--- src/hw/rtl/indexed_vector_buffer_core_defines.svh ---
// assertion macros for the indexed vector buffer
`ifndef INDEXED_VECTOR_BUFFER_CORE_DEFINES_SVH
`define INDEXED_VECTOR_BUFFER_CORE_DEFINES_SVH

`ifndef ASSERT_OFF
// expression holds at every clock edge out of reset
`define IVB_ASSERT(lbl, clk, rst_n, expr, msg) \
	lbl: assert property (@(posedge clk) disable iff (!rst_n) (expr)) else $error(msg);
// antecedent implies consequent in the same cycle
`define IVB_ASSERT_SAME(lbl, clk, rst_n, ante, cons, msg) \
	lbl: assert property (@(posedge clk) disable iff (!rst_n) (ante) |-> (cons)) else $error(msg);
// antecedent implies consequent in the following cycle
`define IVB_ASSERT_NEXT(lbl, clk, rst_n, ante, cons, msg) \
	lbl: assert property (@(posedge clk) disable iff (!rst_n) (ante) |=> (cons)) else $error(msg);
`else
`define IVB_ASSERT(lbl, clk, rst_n, expr, msg)
`define IVB_ASSERT_SAME(lbl, clk, rst_n, ante, cons, msg)
`define IVB_ASSERT_NEXT(lbl, clk, rst_n, ante, cons, msg)
`endif

`endif

--- src/hw/rtl/ivb_pkg.sv ---
// types and codes shared by the indexed vector buffer
`timescale 1ns / 1ps

package ivb_pkg;

	localparam int WORD_W   = 32;
	localparam int INDEX_W  = 7;
	localparam int COUNT_W  = 7;
	localparam int CMD_W    = 3;
	localparam int STATUS_W = 2;

	typedef enum logic [CMD_W-1:0] {
		CMD_PUSH   = 3'd0,
		CMD_POP    = 3'd1,
		CMD_INSERT = 3'd2,
		CMD_DELETE = 3'd3,
		CMD_GET    = 3'd4
	} cmd_code_t;

	typedef enum logic [STATUS_W-1:0] {
		ST_OK     = 2'd0,
		ST_BADIDX = 2'd1,
		ST_EMPTY  = 2'd2,
		ST_FULL   = 2'd3
	} status_t;

	typedef enum logic [1:0] {
		CELL_HOLD,
		CELL_LOAD,
		CELL_SHIFT_DOWN
	} cell_op_t;

	typedef struct packed {
		cell_op_t            op;
		logic [WORD_W-1:0]   value;
	} cell_ctl_t;

	typedef struct packed {
		logic [CMD_W-1:0]           cmd;
		logic [INDEX_W-1:0]         index;
		logic signed [WORD_W-1:0]   value;
	} cmd_item_t;

	typedef struct packed {
		logic signed [WORD_W-1:0]   data;
		logic [STATUS_W-1:0]        status;
		logic [COUNT_W-1:0]         count;
	} rsp_item_t;

endpackage

--- src/hw/rtl/ivb_cell.sv ---
// one storage cell of the shifting word chain
`timescale 1ns / 1ps

module ivb_cell import ivb_pkg::*; #(
	parameter int POS = 0,
	parameter int KW  = 7
) (
	input  logic                clk,
	input  cell_ctl_t           ctl,
	input  logic [KW-1:0]       key,
	input  logic [WORD_W-1:0]   prev_word,
	input  logic [WORD_W-1:0]   next_word,
	output logic [WORD_W-1:0]   word,
	output logic [WORD_W-1:0]   rd_word
);

	localparam logic [KW-1:0] MY_POS = KW'(POS);

	logic [WORD_W-1:0] word_q;

	always_ff @(posedge clk) begin
		case (ctl.op)
			CELL_LOAD: begin
				if (key == MY_POS) begin
					word_q <= ctl.value;
				end else if (key < MY_POS) begin
					word_q <= prev_word;
				end
			end
			CELL_SHIFT_DOWN: begin
				if (key <= MY_POS) begin
					word_q <= next_word;
				end
			end
			default: begin
			end
		endcase
	end

	assign word    = word_q;
	assign rd_word = (key == MY_POS) ? word_q : '0;

endmodule

--- config.mk ---
export PLATFORM = sky130hd
export DESIGN_NAME = ivb_cell
export DESIGN_NICKNAME = d
export VERILOG_FILES = /design/src/hw/rtl/indexed_vector_buffer_core_defines.svh /design/src/hw/rtl/ivb_pkg.sv /design/src/hw/rtl/ivb_cell.sv
export SDC_FILE = /design/constraint.sdc
export NUM_CORES = 1
export LEC_CHECK = 0
export BUFFER_PORTS_ARGS = -buffer_cell sky130_fd_sc_hd__buf_2
export CAP_MARGIN = 20
export CORE_MARGIN = 2
export CORE_UTILIZATION = 41
export DETAILED_ROUTE_END_ITERATION = 7
export PLACE_DENSITY_LB_ADDON = 0.12
export SETUP_SLACK_MARGIN = 0.15
export SLEW_MARGIN = 0
export SYNTH_ARGS = -nofsm -noshare
export SYNTH_HDL_FRONTEND = slang
export SYNTH_SLANG_ARGS = --single-unit
--- constraint.sdc ---
create_clock -name clk -period 5.25 [get_ports clk]
set_input_delay 0.2625 -clock clk [delete_from_list [all_inputs] [get_ports clk]]
set_output_delay 0.2625 -clock clk [all_outputs]
set_load 0.02 [all_outputs]
==> metrics.txt, run 1 <==
outcome=finished, final reports clean; CP peak stage delay=0.87 ns; final WL=4192 um; clock share of power=about a third; Die H=a little over 70 um; post-CTS sizing=0; Worst Setup End Kind=flip-flop; RSZ-0062 raised after global routing=no; CTS tree=done; Mapped Cells=145; Power Density=195.6 nW/um2; width of the die=72.04 um; Tcrit/Tclk final=46.86%; DR WL/cell=12.78 um; vias after detailed routing=1484; number of flops mapped to enable cells by yosys=32; CP Cell Sequence=buf_2 -> or3_2 -> nor3_2 -> buf_4; full die area=5190 um2; first-pass GRT wire length=~6600 um; Routed Antenna Nets=0; routability congestion estimate=0.7233; largest net degree at the start of global routing=34; buffers added on ports=137; YS warnings=0; Max Slew Vio Count=0; post-DP HPWL=3173 um; Post-synth top cells=edfxtp_1 (32), inv_1 (32), mux2_2 (30), nor3_2 (30), buf_2 (6); fin nets=384; min setup slack post-route=approximately 2.8 ns; initial antenna violation count=0; CP max-delay cell=or3_2; worst-path maximum fanout=33; 1st-iter DRT viols=26; Pwr Total=0.5144 mW; number of fill cells=slightly below 400; pre-CTS WS=2.450 ns; first drt pass iteration count=4; Antenna Cells=0; HP Class=in -> reg; dominant cells by area after synthesis=edfxtp_1 (51%), mux2_2 (18%), nor3_2 (16%), inv_1 (6.3%), buf_12 (3.2%); CP Buf/Inv Count=2; Fmax=406.5 MHz; max-cap viol count=0; Synth Cell Area=roughly 1900 um2; share of cells above drive strength 1=75.00%; Yosys cell types=14; sequential fraction of the synthesis area=50.63%; worst path required time=5.20 ns; clock tree root buffer cell=clkbuf_8; post-synthesis average cell area=13.09 um2; Int Power=approximately 0.41 mW; leakage=about 1.2 nW; number of flip-flops under the largest register name=32; combinational share of power=13.0%; core area=around 4400 um2; fin crit period=2.460 ns; Total GRT Usage=16.93%; Synth Net Count=251; Post-CTS Repair Setup Buffers=0; gr ovfl total=0; Cell Area, Placed=2561 um2; Synth area leader=edfxtp_1; io pins=170; slew margin rel.=38.44%; Worst-path clk slew=0.06 ns; top_reg_cell synth=edfxtp_1; critical path arrival=2.41 ns; CTS Hold Buffers Added=0; Sinks on Clock Net=32; total CTS buffers=5; Worst-Margin Slew=0.9234 ns; crit-path leading delay family=simple AND/OR/NAND/NOR gates; Starting Density=43.00%; buffer levels on the longest clock path=2; post-route cell area=2630 um2; switching share of power=20.54%; CTS H-Tree Depth=2; Crit Path Category=in -> reg; Synth top area share=50.63%; Cell Rows=24; Via density=4.524; final number of setup-violating endpoints=0; maximum vdd drop=150.2 uV; Sw Pwr=0.1057 mW; Async S/R FF share, synth=0%; Yosys reg bits=32; Residual DRC=0; Final Hold Fails=0; Startpoint Class=input pin; Seq pwr share=between 50 and 60%; synth-to-layout area growth=38.56%; Fin Setup TNS=0 ns; vias in the first global route=roughly 1400
==> final cells by class <==
type	instances	area (um2)	share of cell area (%)
flip-flops and latches	32	960.9	36.54
well taps	52	65.06	2.474
inverters	32	120.1	4.567
repair buffers	138	693.2	26.36
multi-input cells	69	721.9	27.45
clock buffers	5	68.82	2.617
==> cells by family after synthesis <==
logic type / Yosys count / synth area share (%)
muxes: 32 / 18.98
DFF: 32 / 50.63
and+or+nand+nor: 36 / 17.86
buffers and inverters: 44 / 12.06
xor gates and xnor gates: 1 / 0.4615
==> cell usage in the layout, fill, tap and decap left out, drive strengths merged <==
cell and instances:
inv 32, edfxtp 32, nor3 33, or4 1, clkbuf 5, nor2b 1
buf 138, mux2 32, or3 1, xnor2 1
==> per-stage QoR <==
step                      hold slack [ns]  utilization (%)  cells
after floorplan                    0.4634                -    145
after global placement             0.5499            58.02    323
after detailed placement           0.5506            58.02    323
after CTS                          0.2665            59.58    328
after global routing               0.2759            59.58    328
final                              0.2718            59.58    328
==> worst paths after layout <==
| path | startpoint | to | slack, ns | depth (start not counted) |
|---|---|---|---|---|
| setup / recovery | key[1] | word[18]$_DFFE_PP_ | 2.79 | 4 |
| hold / removal | ctl[1] | word[1]$_DFFE_PP_ | 0.27 | 2 |
==> routing by layer <==
metal	up-vias	wire length, um	GRT usage [%]
met1	647	1591	18.47
li1	754	-	-
met5	-	0	0
met4	0	49	6.918
met2	78	2188	30.66
met3	5	363	5.000
==> power by group through the flow <==
| stage | Clock (mW) | Sequential (mW) | Combinational [mW] |
|---|---|---|---|
| after global placement | 0 | 0.290 | 0.0666 |
| after CTS | 0.169 | 0.285 | 0.0683 |
| after detailed placement | 0 | 0.290 | 0.0679 |
| after floorplan | 0 | 0.291 | 0.0377 |
| final | 0.163 | 0.285 | 0.0668 |
| after global routing | 0.180 | 0.285 | 0.0745 |
Note: power is estimated with default switching activity, not from simulation.
==> run 2: changes to the inputs <==
- CORE_UTILIZATION: 41 -> 38
- clock period: 5.25 -> 2.39 ns (I/O delays scaled with it)
==> run 2 against run 1 <==
Compared with the run above: hold slack lost 0.13 ns; sequential cell count is the same; non-clock buffer count grew 5; critical path depth grew 1; critical endpoint is now rd_word[0]; largest cell class unchanged; largest power group unchanged.
==> metrics.txt, run 2 (same netlist as run 1, synthesis figures left out) <==
Starting Density=39.92%; CP Cell Sequence=buf_2 -> or4_4 -> buf_4 -> nor3_1 -> buf_2; Antenna Cells=0; leakage=1.278 nW; most used cell, CP=buf_2; Residual DRC=0; worst-path maximum fanout=22; critical path arrival=1.57 ns; Cell Area, Placed=2624 um2; Sinks on Clock Net=32; number of flip-flops under the largest register name=32; buffers added on ports=137; Post-CTS Repair Setup Buffers=0; leading cell types in the layout, fill and taps excluded=buf_2 (137), inv_1 (32), edfxtp_1 (32), mux2_2 (30), nor3_2 (30); Tcrit/Tclk final=70.66%; CP max-delay cell=or4_4; met1 GRT Util=16.97%; post-route cell area=2704 um2; vias after detailed routing=1504; Total GRT Usage=between 10% and 20%; RSZ-0062 raised after global routing=no; Fin Setup TNS=0 ns; Fmax=592.1 MHz; Worst Setup End Kind=primary output; io pins=170; initial antenna violation count=0; Routed Antenna Nets=0; maximum vdd drop=405.2 uV; HP Class=in -> reg; post-CTS sizing=0; Worst-path clk slew=~0.06 ns; gr ovfl total=0; vias in the first global route=about 1400; Final Util=56.87%; leading cell type in the layout, fill and taps excluded=buf_2; Min Hold Slack=0.1381 ns; CP peak stage delay=0.66 ns; crit-path leading delay family=simple AND/OR/NAND/NOR gates; full die area=5576 um2; Cell Rows=25; final WL=~4300 um; routability congestion estimate=0.8233; share of cells above drive strength 1=74.65%; Final Hold Fails=0; Power Density=428.8 nW/um2; Die H=~75 um; Worst-Margin Slew=between 0.5 and 0.6 ns; CTS tree=done; CP Buf/Inv Count=3; GR Layer Usage met2=27.53%; Startpoint Class=input pin; fin crit period=1.689 ns; worst path required time=2.27 ns; CTS H-Tree Depth=2; DR WL/cell=approximately 12 um; first drt pass iteration count=4; width of the die=74.68 um; core area=4755 um2; Crit Path Category=in -> out; first-pass GRT wire length=between 6000 and 7000 um; CTS Hold Buffers Added=0; outcome=finished, final reports clean; 1st-iter DRT viols=45; fin nets=between 300 and 400; Via density=4.285; final number of setup-violating endpoints=0; max-cap viol count=0; buffer levels on the longest clock path=2; total CTS buffers=5; synth-to-layout area growth=42.45%; slew margin rel.=63.10%; GR peak layer=met2; largest net degree at the start of global routing=23; Max Slew Vio Count=0; post-DP HPWL=3365 um; clock tree root buffer cell=clkbuf_8; M3 GR Usage=6.292%
-- run 2: cell types whose count changed in the layout (fill, tap and decap cells not counted), sizes merged --
cell	previous run	this run
buf	138	143
clkbuf	5	7
clkinv	0	1
-- run 2: layer usage --
| layer | vias to the layer above | wire length, um |
|---|---|---|
| met1 | 657 | 1694 |
| li1 | 768 | - |
| met4 | 0 | 59 |
| met3 | 6 | 328 |
| met2 | 73 | 2199 |
| met5 | - | 0 |
-- run 2: layout make-up --
| cell class | count | area, um2 |
|---|---|---|
| clock buffers | 7 | 76.32 |
| multi-input cells | 69 | 728.2 |
| inverters | 32 | 120.1 |
| repair buffers | 143 | 730.7 |
| well taps | 67 | 83.83 |
| flip-flops and latches | 32 | 960.9 |
| clock inverters | 1 | 3.754 |
| fillers | 452 | 2051 |
-- run 2: final timing paths --
kind,from,endpoint,slack (ns),depth (start not counted)
worst min-delay path,ctl[2],word[2]$_DFFE_PP_,0.14,2
worst max-delay path,key[2],rd_word[0],0.70,5
-- run 2: metrics by stage --
stage / setup WS [ns] / power (mW) / cells
finish: 0.7011 / 1.159 / 351
global route: 0.6233 / 1.221 / 351
CTS: 0.6879 / 1.177 / 351
detailed placement: 0.6037 / 0.7915 / 343
global placement: 0.6181 / 0.7883 / 343
floorplan: 0.3404 / 0.7245 / 145
-- run 2: power breakdown --
| part | total, mW | switching, mW | internal [mW] |
|---|---|---|---|
| registers | 0.625 | 0.000912 | 0.624 |
| clock network | 0.382 | 0.180 | 0.202 |
| logic | 0.152 | 0.0628 | 0.0895 |
| total | 1.16 | 0.243 | 0.916 |
==> run 3: changes to the inputs <==
- CORE_UTILIZATION: 38 -> 34
- clock period: 2.39 -> 1.4 ns (I/O delays scaled with it)
==> run 3 against run 2 <==
Compared with the run above: final area increased by 13%; largest cell class unchanged; setup slack got worse by 0.69 ns; sequential cell count unchanged; die area increased by 11%; power increased by 75%; combinational power increased by 100%; core utilization decreased by 0.53 points; wire length increased by 7.0%; non-clock buffer count increased by 2; first-iteration DRC count increased by 4.4%.
==> metrics.txt, run 3 (same netlist as run 1, synthesis figures left out) <==
outcome=finished, final reports clean; met2 wire length=2300 um; metal3 WL=524 um; CTS Hold Buffers Added=0; Antenna Cells=0; slew margin rel.=75.80%; min setup slack post-route=0.01439 ns; vias after detailed routing=1550; CP max-delay cell=or4_4; Total GRT Usage=15.24%; first drt pass iteration count=4; Starting Density=34.90%; routability congestion estimate=0.6697; Worst-Margin Slew=0.3630 ns; clock tree root buffer cell=clkbuf_8; Fmax=721.7 MHz; CTS tree=done; leading cell types in the layout, fill and taps excluded=buf_2 (121), inv_1 (32), edfxtp_1 (32), nor3_4 (31), mux2_2 (30); worst-path maximum fanout=11; Cell Area, Placed=between 2000 and 3000 um2; max-cap viol count=0; leading cell type in the layout, fill and taps excluded=buf_2; 1st-iter DRT viols=47; Min Hold Slack=0.08635 ns; final WL=4581 um; total CTS buffers=5; Cell Rows=27; non-filler cells, final=358; Max Slew Vio Count=0; Sinks on Clock Net=32; first-pass GRT wire length=7238 um; Residual DRC=0; clock share of power=32.3%; number of flip-flops under the largest register name=32; post-route cell area=3064 um2; fin crit period=roughly 1.4 ns; post-DP HPWL=3524 um; DR WL/cell=12.80 um; initial antenna violation count=0; maximum vdd drop=around 480 uV; Worst-path clk slew=0.06 ns; Seq pwr share=52.7%; met1 wire length=1715 um; Tcrit/Tclk final=98.97%; width of the die=78.72 um; full die area=slightly above 6000 um2; worst path required time=1.33 ns; Top Layer Used=met4; vias in the first global route=1555; Final Hold Fails=0; gr ovfl total=0; largest net degree at the start of global routing=33; combinational share of power=15.0%; RSZ-0062 raised after global routing=yes; Sw Pwr=between 0.4 and 0.5 mW; CP Cell Sequence=buf_6 -> or4_4 -> buf_8 -> nor3_1 -> buf_2; Crit Path Category=in -> out; synth-to-layout area growth=61.44%; Power Density=661.5 nW/um2; crit-path leading delay family=simple AND/OR/NAND/NOR gates; io pins=between 150 and 200; Final Util=between 50% and 60%; Startpoint Class=input pin; core area=approximately 5400 um2; leakage=1.524 nW; switching share of power=21.94%; CP Buf/Inv Count=3; buffers added on ports=between 100 and 150; pre-CTS WS=-0.07933 ns; buffer levels on the longest clock path=2; critical path arrival=1.32 ns; Routed Antenna Nets=0; final number of setup-violating endpoints=0; Hold Path Cell Cnt=2; HP Class=in -> reg; Worst Setup End Kind=primary output; CTS H-Tree Depth=2; Via density=4.330; Die H=78.72 um; Pwr Total=2.027 mW; critical path depth in cells=5; fin nets=391; DP Cell Count=349; Fin Setup TNS=0 ns; share of cells above drive strength 1=about three quarters; Int Power=1.582 mW; CP peak stage delay=0.59 ns
## run 3: cell count changes in the layout (fill, tap and decap cells not counted), moves of 4 or more
cell and delta:
buf_6 +12, buf_2 -16, nor3_2 -29, buf_12 +4, nor3_4 +30
## run 3: layout make-up
cell class	count	area [um2]
Sequential cell	32	960.9
Fill cell	483	2375
Timing Repair Buffer	145	888.4
Inverter	32	120.1
Multi-Input combinational cell	69	924.6
Clock inverter	1	3.754
Tap cell	72	90.09
Clock buffer	7	76.32
## run 3: final timing paths
kind / start / end / slack, ns
setup / recovery: key[6] / rd_word[0] / 0.01
hold / removal: ctl[2] / word[2]$_DFFE_PP_ / 0.09
## run 3: power groups by stage
stage          Combinational (mW)  Sequential, mW  Clock (mW)
3_3_place_gp                0.294            1.09           0
5_1_grt                     0.335            1.07       0.731
2_1_floorplan               0.167            1.09           0
6_report                    0.304            1.07       0.655
4_1_cts                     0.306            1.07       0.683
3_5_place_dp                0.301            1.09           0
## run 3: repair_timing
item,CTS,global route
pin swaps,0,1
setup buffers,0,1
gates resized for setup,6,27
setup endpoints to repair,32,32
## run 3: layer usage
layer  GRT usage [%]  up-vias
met1           16.20      690
met2           27.01       79
met3           6.818        4
met5               0        -
met4           4.737        0
li1                -      777
